File: src/hw/rtl/mbrb_pkg.sv
// Package for the mirror-bit ring buffer: payload structs, operation codes,
// controller states and the fill-count helper. Depends on nothing.
package mbrb_pkg;

    typedef enum logic [1:0] {
        OP_PUT   = 2'd0,
        OP_FORCE = 2'd1,
        OP_GET   = 2'd2,
        OP_CLEAR = 2'd3
    } t_op;

    typedef struct packed {
        t_op        op;
        logic [7:0] data_in;
    } t_in_item;

    typedef struct packed {
        logic [7:0] read_data;
        logic       done_res;
        logic       dropped_oldest;
        logic [8:0] fill_level;
        logic       is_empty;
        logic       is_full;
    } t_res_item;

    typedef enum logic {
        ST_IDLE = 1'b0,
        ST_EXEC = 1'b1
    } t_state;

    typedef struct packed {
        logic load;   // take the item and prefetch the oldest byte
        logic exec;   // commit the operation and register the result
    } t_cmd;

    localparam logic [8:0] CAP_RESET = 9'd256;

    // Bytes held, from positions and mirror bits.
    function automatic logic [8:0] fill_count(
        input logic [8:0] wp,
        input logic [8:0] rp,
        input logic       ww,
        input logic       rw,
        input logic [8:0] cap
    );
        logic [8:0] level;
        if (wp == rp) begin
            level = (ww == rw) ? 9'd0 : cap;
        end else if (wp > rp) begin
            level = wp - rp;
        end else begin
            level = cap - (rp - wp);
        end
        return level;
    endfunction

endpackage

File: src/hw/rtl/mbrb_ctrl.sv
// Controller state machine of the ring buffer: sequences load and execute.
// Depends on mbrb_pkg.
module mbrb_ctrl (
    input  logic          i_clk,
    input  logic          i_rst_n,
    input  logic          start,
    output logic          busy,
    output mbrb_pkg::t_cmd o_cmd,
    output logic          o_res_strobe
);

    mbrb_pkg::t_state r_state;
    mbrb_pkg::t_state n_state;
    logic             r_strobe;
    logic             n_strobe;

    always_comb begin
        n_state = r_state;
        case (r_state)
            mbrb_pkg::ST_IDLE: begin
                if (start) begin
                    n_state = mbrb_pkg::ST_EXEC;
                end
            end
            mbrb_pkg::ST_EXEC: begin
                n_state = mbrb_pkg::ST_IDLE;
            end
            default: begin
                n_state = mbrb_pkg::ST_IDLE;
            end
        endcase
    end

    always_comb begin
        o_cmd.load = 1'b0;
        o_cmd.exec = 1'b0;
        busy       = 1'b0;
        case (r_state)
            mbrb_pkg::ST_IDLE: begin
                o_cmd.load = start;
            end
            mbrb_pkg::ST_EXEC: begin
                o_cmd.exec = 1'b1;
                busy       = 1'b1;
            end
            default: begin
                busy = 1'b1;
            end
        endcase
    end

    assign n_strobe     = o_cmd.exec;
    assign o_res_strobe = r_strobe;

    always_ff @(posedge i_clk) begin
        if (!i_rst_n) begin
            r_state  <= mbrb_pkg::ST_IDLE;
            r_strobe <= 1'b0;
        end else begin
            r_state  <= n_state;
            r_strobe <= n_strobe;
        end
    end

endmodule

File: src/hw/rtl/mbrb_dpath.sv
// Datapath of the ring buffer: byte store, positions with mirror bits,
// capacity register and result register. Depends on mbrb_pkg.
module mbrb_dpath #(
    parameter int DEPTH = 256
) (
    input  logic                 i_clk,
    input  logic                 i_rst_n,
    input  logic                 i_cfg_we,
    input  logic [8:0]           i_cfg_data,
    input  mbrb_pkg::t_cmd       i_cmd,
    input  mbrb_pkg::t_in_item   i_in_item,
    output mbrb_pkg::t_res_item  o_res_item
);

    // The store holds at most 256 slots; a larger capacity saturates to the store size.
    localparam int MEM_DEPTH = (DEPTH < 256) ? DEPTH : 256;
    localparam int AW        = $clog2(MEM_DEPTH);
    localparam logic [8:0] CAP_MAX = 9'(MEM_DEPTH);

    logic [7:0]          r_mem [0:MEM_DEPTH-1];
    logic [AW-1:0]       r_wr_pos, n_wr_pos;
    logic [AW-1:0]       r_rd_pos, n_rd_pos;
    logic                r_wr_wrap, n_wr_wrap;
    logic                r_rd_wrap, n_rd_wrap;
    logic [8:0]          r_cap;
    mbrb_pkg::t_op       r_op;
    logic [7:0]          r_data;
    logic [7:0]          r_rd_byte;
    mbrb_pkg::t_res_item r_res, n_res;

    logic [8:0] ecap;
    logic [8:0] wp9, rp9;
    logic [8:0] level_pre, level_post;
    logic       wr_last, rd_last;
    logic       mem_we;

    always_comb begin
        ecap = (r_cap == 9'd0) ? 9'd1 : r_cap;
        if (ecap > CAP_MAX) begin
            ecap = CAP_MAX;
        end
    end

    assign wp9       = 9'(r_wr_pos);
    assign rp9       = 9'(r_rd_pos);
    assign wr_last   = (wp9 + 9'd1) >= ecap;
    assign rd_last   = (rp9 + 9'd1) >= ecap;
    assign level_pre = mbrb_pkg::fill_count(wp9, rp9, r_wr_wrap, r_rd_wrap, ecap);

    always_comb begin
        n_wr_pos  = r_wr_pos;
        n_rd_pos  = r_rd_pos;
        n_wr_wrap = r_wr_wrap;
        n_rd_wrap = r_rd_wrap;
        mem_we    = 1'b0;
        n_res     = '0;
        case (r_op)
            mbrb_pkg::OP_PUT: begin
                if (level_pre < ecap) begin
                    mem_we         = 1'b1;
                    n_wr_pos       = wr_last ? '0 : r_wr_pos + 1'b1;
                    n_wr_wrap      = r_wr_wrap ^ wr_last;
                    n_res.done_res = 1'b1;
                end
            end
            mbrb_pkg::OP_FORCE: begin
                mem_we         = 1'b1;
                n_wr_pos       = wr_last ? '0 : r_wr_pos + 1'b1;
                n_wr_wrap      = r_wr_wrap ^ wr_last;
                n_res.done_res = 1'b1;
                // Full: push the read side along with the write side.
                if (level_pre == ecap) begin
                    n_rd_pos             = n_wr_pos;
                    n_rd_wrap            = r_rd_wrap ^ wr_last;
                    n_res.dropped_oldest = 1'b1;
                end
            end
            mbrb_pkg::OP_GET: begin
                if (level_pre != 9'd0) begin
                    n_rd_pos        = rd_last ? '0 : r_rd_pos + 1'b1;
                    n_rd_wrap       = r_rd_wrap ^ rd_last;
                    n_res.read_data = r_rd_byte;
                    n_res.done_res  = 1'b1;
                end
            end
            mbrb_pkg::OP_CLEAR: begin
                n_wr_pos  = '0;
                n_rd_pos  = '0;
                n_wr_wrap = 1'b0;
                n_rd_wrap = 1'b0;
            end
            default: begin
            end
        endcase
        level_post = mbrb_pkg::fill_count(9'(n_wr_pos), 9'(n_rd_pos),
                                          n_wr_wrap, n_rd_wrap, ecap);
        n_res.fill_level = level_post;
        n_res.is_empty   = (level_post == 9'd0);
        n_res.is_full    = (level_post == ecap);
    end

    always_ff @(posedge i_clk) begin
        if (!i_rst_n) begin
            r_wr_pos  <= '0;
            r_rd_pos  <= '0;
            r_wr_wrap <= 1'b0;
            r_rd_wrap <= 1'b0;
            r_cap     <= mbrb_pkg::CAP_RESET;
        end else if (i_cfg_we) begin
            r_cap     <= i_cfg_data;
            r_wr_pos  <= '0;
            r_rd_pos  <= '0;
            r_wr_wrap <= 1'b0;
            r_rd_wrap <= 1'b0;
        end else if (i_cmd.exec) begin
            r_wr_pos  <= n_wr_pos;
            r_rd_pos  <= n_rd_pos;
            r_wr_wrap <= n_wr_wrap;
            r_rd_wrap <= n_rd_wrap;
        end
    end

    always_ff @(posedge i_clk) begin
        if (i_cmd.load) begin
            r_op      <= i_in_item.op;
            r_data    <= i_in_item.data_in;
            r_rd_byte <= r_mem[r_rd_pos];
        end
        if (i_cmd.exec && mem_we) begin
            r_mem[r_wr_pos] <= r_data;
        end
        if (i_cmd.exec) begin
            r_res <= n_res;
        end
    end

    assign o_res_item = r_res;

endmodule

File: src/hw/rtl/mirror_bit_ring_buffer_unit.sv
// Top level of the mirror-bit ring buffer byte FIFO.
// Depends on mbrb_pkg, mbrb_ctrl and mbrb_dpath.
//
// Usage:
//   Command channel: raise start with i_in_item (op, data_in); the transfer
//   happens at the rising edge where start is high and busy is low.
//   Operations: put, forced put (drops the oldest byte when full), get,
//   and clear positions.
//   Result channel: o_res_item is valid for exactly one cycle while
//   o_res_strobe is high; the receiver cannot stall, so take it then.
//   Configuration: pulse i_cfg_we with i_cfg_data to set the capacity in
//   use (zero acts as one, values above the store size saturate). A write
//   also empties the FIFO. Write it only while the block is idle.
// Timing:
//   An accepted item moves the controller to its execute state, where busy
//   is high; the result register and o_res_strobe are loaded from it. The
//   block takes no new item until the last one is through: first the oldest
//   byte is read from the registered store port, then the operation is
//   committed and the result registered. A new item may be accepted in the
//   same cycle its predecessor's result is shown.
// Reset: synchronous, active low; empties the FIFO, sets capacity to 256,
//   and drops any item in flight. Store contents are not cleared.
module mirror_bit_ring_buffer_unit #(
    parameter int DEPTH = 256
) (
    input  logic                i_clk,
    input  logic                i_rst_n,
    input  logic                i_cfg_we,
    input  logic [8:0]          i_cfg_data,
    input  logic                start,
    output logic                busy,
    input  mbrb_pkg::t_in_item  i_in_item,
    output logic                o_res_strobe,
    output mbrb_pkg::t_res_item o_res_item
);

    mbrb_pkg::t_cmd cmd;

    // Sequence each transfer: load, then execute.
    mbrb_ctrl u_ctrl (
        .i_clk        (i_clk),
        .i_rst_n      (i_rst_n),
        .start        (start),
        .busy         (busy),
        .o_cmd        (cmd),
        .o_res_strobe (o_res_strobe)
    );

    // Hold the store, positions and capacity; build the result.
    mbrb_dpath #(
        .DEPTH (DEPTH)
    ) u_dpath (
        .i_clk      (i_clk),
        .i_rst_n    (i_rst_n),
        .i_cfg_we   (i_cfg_we),
        .i_cfg_data (i_cfg_data),
        .i_cmd      (cmd),
        .i_in_item  (i_in_item),
        .o_res_item (o_res_item)
    );

endmodule

File: config.mk
export PLATFORM = sky130hd
export DESIGN_NAME = mirror_bit_ring_buffer_unit
export DESIGN_NICKNAME = d
export VERILOG_FILES = /design/src/hw/rtl/mbrb_pkg.sv /design/src/hw/rtl/mbrb_ctrl.sv /design/src/hw/rtl/mbrb_dpath.sv /design/src/hw/rtl/mirror_bit_ring_buffer_unit.sv
export SDC_FILE = /design/constraint.sdc
export NUM_CORES = 2
export LEC_CHECK = 0
export BUFFER_PORTS_ARGS = -buffer_cell sky130_fd_sc_hd__buf_4
export CAP_MARGIN = 40
export CORE_ASPECT_RATIO = 0.75
export CORE_MARGIN = 3
export CORE_UTILIZATION = 50
export CTS_CLUSTER_SIZE = 10
export DETAILED_ROUTE_END_ITERATION = 10
export PLACE_DENSITY = 0.71
export SLEW_MARGIN = 10
export SYNTH_ARGS = -nofsm -noshare
export SYNTH_HDL_FRONTEND = slang
export SYNTH_SLANG_ARGS = --single-unit
File: constraint.sdc
create_clock -name i_clk -period 6.8 [get_ports i_clk]
set_input_delay 0.68 -clock i_clk [delete_from_list [all_inputs] [get_ports i_clk]]
set_output_delay 0.68 -clock i_clk [all_outputs]
set_load 0.1 [all_outputs]
# [After elaboration in Yosys (flattened, before gate mapping)]
# Memories as Yosys holds them, arrays and structs flattened. A register that Yosys moved wholly into a read port is not among the register bits.
# Index checks and enable logic that the tools add are counted.
[totals] n_memories=1 ramBits=2048 word_cells=84 ff_bits=60
[classes] bitwise=5 mux=31 addsub=10 reduce_logical=7 n_eq_ne=9 magnitude_cmp=6
[memory_table] memory="u_dpath.r_mem" words=256 width=8 rd=1 rd_clocked_by_memory_dff=1 wr=1 line="mbrb_dpath.sv:20" text="logic [7:0] r_mem [0:MEM_DEPTH-1];"
[op_table] cell="$mux W9" n=8
[op_table] cell="$pmux W8 S3" n=2
[op_table] cell="$mux W8" n=5
[op_table] cell="$sub A8 B8 Y9" n=4
[op_table] cell="$add A8 B1 Y9 const B" n=2
[op_table] cell="$eq A9 B9 Y1" n=2
[op_table] cell="$ge A9 B9 Y1" n=2
[op_table] cell="$logic_not A9 Y1" n=2
[op_table] cell="$sub A9 B9 Y9" n=2
[op_table] cell="$add A8 B1 Y8 const B" n=2
[op_table] cell="$eq A8 B8 Y1" n=2
[op_table] cell="$gt A8 B8 Y1" n=2
[op_table] cell="$mux W1" n=11
[op_table] cell="$gt A9 B9 Y1 const B" n=1
[op_table] cell="$lt A9 B9 Y1" n=1
[op_table] cell="$pmux W1 S3" n=3
[op_table] cell="$reduce_bool A9 Y1" n=1
[op_table] cell="$eq A2 B2 Y1 const B" n=2
[op_table] cell="$pmux W1 S2" n=2
[op_table] cell="$xor A1 B1 Y1" n=3
[op_table] cell="$eq A1 B1 Y1" n=2
[op_table] cell="$eq A2 B1 Y1 const B" n=1
[op_table] cell="$logic_not A2 Y1" n=1
[op_table] cell="$not A1 Y1" n=2
[op_table] cell="other kinds (3)" n=3

# [Depth between registers and ports, before layout]
[depth] depth_word=15 mapped_depth=36

# [Cells and area by module]
# From an unflattened synthesis, not the netlist that was laid out.
[hier_totals] hier_cells=3969 area_unflattened_um2=85198.0
[by_module_without_submodules] mod="mbrb_dpath" cells_per_inst=3962 instances=1 area_each_um2=85116.6
[by_module_without_submodules] mod="mbrb_ctrl" cells_per_inst=7 instances=1 area_each_um2=81.3

# [Worst setup path after synthesis]
# OpenSTA, ideal clock, no wires.
[synth_path] path_type="register to register" start="reg u_dpath.r_rd_pos[1]" end="reg u_dpath.r_res (netlist bit u_dpath.o_res_item[0]), data pin" setup_slack_ps=-607 required_time_ps=6539 stages_incl_launch_ff=35 arrival_ps=7146 setup_ps=261 cell_sequence="dfxtp_1 -> clkbuf_1 -> buf_1 -> clkbuf_1 -> inv_1 -> fa_1 -> fa_1 -> a211oi_1 -> nor3b_1 -> o31ai_1 -> a21oi_1 -> xnor2_1 -> o21ai_0 -> ha_1 -> nand4_1 -> o21bai_1 -> and3_1 -> nand2b_1 -> and2_1 -> clkbuf_1 -> a22o_1 -> fa_1 -> inv_1 -> fa_1 -> nor2b_1 -> o21ai_0 -> a21oi_1 -> o21a_1 -> nor4_1 -> a31o_2 -> o221ai_1 -> nor3_1 -> and3_1 -> a41oi_1 -> o31ai_1"
[synth_lines] item="start: declaration" line="mbrb_dpath.sv:22" text="logic [AW-1:0] r_rd_pos, n_rd_pos;"
[synth_lines] item="start signal: assignment" line="mbrb_dpath.sv:117" text="r_rd_pos <= n_rd_pos;"
[synth_lines] item="end signal: assignment" line="mbrb_dpath.sv:133" text="r_res <= n_res;"
[synth_lines] item="end: declaration" line="mbrb_dpath.sv:29" text="mbrb_pkg::t_res_item r_res, n_res;"

==> results.json <==
{
  "synth.cells.most_frequent": "edfxtp_1 (2087), mux4_2 (680), nor2_1 (318)",
  "antenna_found_initial": 15,
  "final_nets": 4596,
  "numCtsBuffers": 230,
  "relSlewSlack": 0.0923,
  "grt_pass1_vias": 42514,
  "die_w_um": 482,
  "stdcell_count": 6771,
  "violations": "setup timing",
  "synth_top_area_frac": 0.738,
  "grt.overflow.total": 0,
  "htreeDepth": 4,
  "grtUsageTotal": 0.236,
  "hold_viol": 0,
  "syn_area_per_cell_um2": 21.5,
  "worstSetupEndpointType": "register",
  "cts_tree": "yes",
  "finalWirelength_mm": 204,
  "max_freq_mhz": 144,
  "fillers": 11867,
  "cap_violations": 0,
  "arrival_ps": 7610,
  "worstMarginPinSlew_ps": 1360,
  "synth_seq_area_share": 0.745,
  "routed_via_density": 6.27,
  "synth_cell_types": 65,
  "ys_warn_count": 0,
  "rsz0062_at_grt": "true",
  "critPathMaxStageDelay_ps": 540,
  "synthTopCellsByArea": "edfxtp_1 (74%), mux4_2 (18%), nor2_1 (1.4%)",
  "syn_area_um2": 84900,
  "drt_first_pass_iters": 6,
  "ir_drop_v": 0.000256,
  "placed_area_um2": 91100,
  "syn_nets": 4048,
  "drive_gt1_frac": 0.342,
  "timing.setup.critical_path_class": "register to register",
  "grt_max_degree": 229,
  "core_um2": 168000,
  "ys_ff_latch": 2116,
  "slew_violations": 0,
  "root_buffer": "clkbuf_16",
  "path_clk_slew_ps": 60,
  "powerDensity_nw_per_um2": 276,
  "cp.required_ps": 7440,
  "io_buffer_count": 45,
  "p_leak_nw": 30.7,
  "die_area_um2": 175000,
  "regArea_um2": 63300,
  "cp-start-kind": "register",
  "clock_path_buffers": 3,
  "fin_skew_ps": 82.9,
  "stdcell_area_um2": 98000,
  "drc": 0,
  "path_max_fanout": 6,
  "num_rows": 130,
  "period_share": 1.02,
  "status": "finished, violations left",
  "finalSetupViolCount": 1,
  "via_count": 42425,
  "grt_pass1_wl_mm": 299,
  "hp-class": "input port to register",
  "post-synth-top-count-cell": "edfxtp_1",
  "crit_top_cell": "buf_4",
  "initial_core_util": 0.505,
  "die_h_um": 363,
  "syn_inst": 3942,
  "cp_slowest_cell": "fa_1",
  "clock_latency_ps": 870,
  "ant_nets": 0,
  "synth-edff-count": 2087,
  "dpl.cell_count": 6467,
  "area_delta_synth_final_pct": 15.4,
  "fin_hold_ws_ps": 82.7,
  "cts.sinks": 2116,
  "multi_input_area_um2": 21100,
  "place.gp.congestion": 0.947,
  "synth_area_leader_cell": "edfxtp_1",
  "wl_per_cell_um": 30.2,
  "io_pins": 46,
  "ys.flop_type": "edfxtp_1",
  "dpl.hpwl_mm": 123,
  "timing.final.ws_setup_ps": -166,
  "period_minus_slack_ps": 6970,
  "drtIter0Drc": 6102,
  "synth-async-reset-ratio": 0,
  "fin_util": 0.583,
  "pre_cts_ws_ps": -653
}
area by class of cell:
cell class	count	area share
tap	2244	0.0286
antenna	1	0.0000255
multi-input combinational	1551	0.215
clock inverter	14	0.00271
timing repair buffer	528	0.0453
clock buffer	254	0.0601
sequential	2116	0.645
inverter	63	0.00249
what timing repair did:
item / in CTS / in global routing
endpoints found under the hold margin: 11 / 0
setup buffers: 15 / 7
resized for setup: 83 / 22
setup endpoints to repair: 11 / 7
pin swaps: 55 / 39
gates cloned: 1 / 0
hold buffers: 11 / 0
registers in the layout, indices dropped and copies added (netlist names), 2 cells and up:
| signal | cells |
|---|---|
| u_dpath.o_res_item | 21 |
| u_dpath.r_cap | 9 |
| u_dpath.r_data | 8 |
| u_dpath.r_mem | 2048 |
| u_dpath.r_op | 2 |
| u_dpath.r_rd_byte | 8 |
| u_dpath.r_rd_pos | 8 |
| u_dpath.r_wr_pos | 8 |
metal layers:
layer	global-route usage	up-vias	wire length, µm
li1	-	17437	-
met1	0.363	22421	84800
met2	0.333	2269	90500
met3	0.0699	298	23800
met4	0.0634	0	5100
met5	0	-	0
through the flow:
| stage | total power (W) | TNS [ps] |
|---|---|---|
| 2_1_floorplan | 0.0157 | 0 |
| 3_3_place_gp | 0.0164 | -1420 |
| 3_5_place_dp | 0.0164 | -2010 |
| 4_1_cts | 0.0272 | -70.5 |
| 5_1_grt | 0.0279 | -803 |
| 6_report | 0.0271 | -166 |
cell families (layout without fill, tap and decap cells):
kind of cell,count (synthesis),after routing,synth area share
AO/OA/AOI/OAI,200,200,0.0156
other,0,1,0
XOR/XNOR,35,35,0.00383
flip-flops,2116,2116,0.745
adder cells (fa/ha/maj),83,83,0.0138
AND/OR/NAND/NOR,532,532,0.0271
multiplexers,701,701,0.183
buffers and inverters,275,859,0.0122
report_power, final:
part	leakage, nW	internal [W]	switching [W]
combinational	8.70	0.000818	0.00115
sequential	19.0	0.0144	0.0000207
clock	3.00	0.00603	0.00468
worst max-delay path, delay by kind of cell, from the launching register on:
| kind | cells | cell delay (ps) |
|---|---|---|
| AO/OA/AOI/OAI | 14 | 2930 |
| adder cells (fa/ha/maj) | 5 | 1930 |
| flip-flops | 1 | 390 |
| buffers and inverters | 5 | 680 |
| XOR/XNOR | 1 | 200 |
| AND/OR/NAND/NOR | 5 | 620 |
final timing paths:
path / start / to / slack (ps) / depth (start not counted)
worst min-delay path: i_cfg_data[5] / u_dpath.r_cap[5] / 80 / 3
worst max register to register: u_dpath.r_cap[8] / u_dpath.o_res_item[0] / -170 / 30
worst min register to register: u_dpath.r_cap[0] / u_dpath.r_cap[0] / 540 / 2
worst max-delay path: u_dpath.r_cap[8] / u_dpath.o_res_item[0] / -170 / 30
cell usage in the layout (no fill, tap or decap), types with 15 or more instances in the layout:
cell / netlist / final
nand2_1: 81 / 78
dfxtp_1: 29 / 21
clkbuf_16: 0 / 232
o21a_1: 17 / 17
nand3_1: 16 / 16
fa_1: 18 / 15
mux2i_1: 20 / 19
edfxtp_1: 2087 / 2087
buf_4: 1 / 484
nor2b_1: 26 / 20
nor3_1: 21 / 15
mux4_2: 680 / 680
inv_1: 59 / 54
clkbuf_1: 153 / 22
xnor2_1: 23 / 23
nor2_1: 318 / 312
o21ai_0: 41 / 32
ha_1: 65 / 56
and3_1: 16 / 15
a21oi_1: 43 / 33
Note: power is estimated with default switching activity, not from simulation.
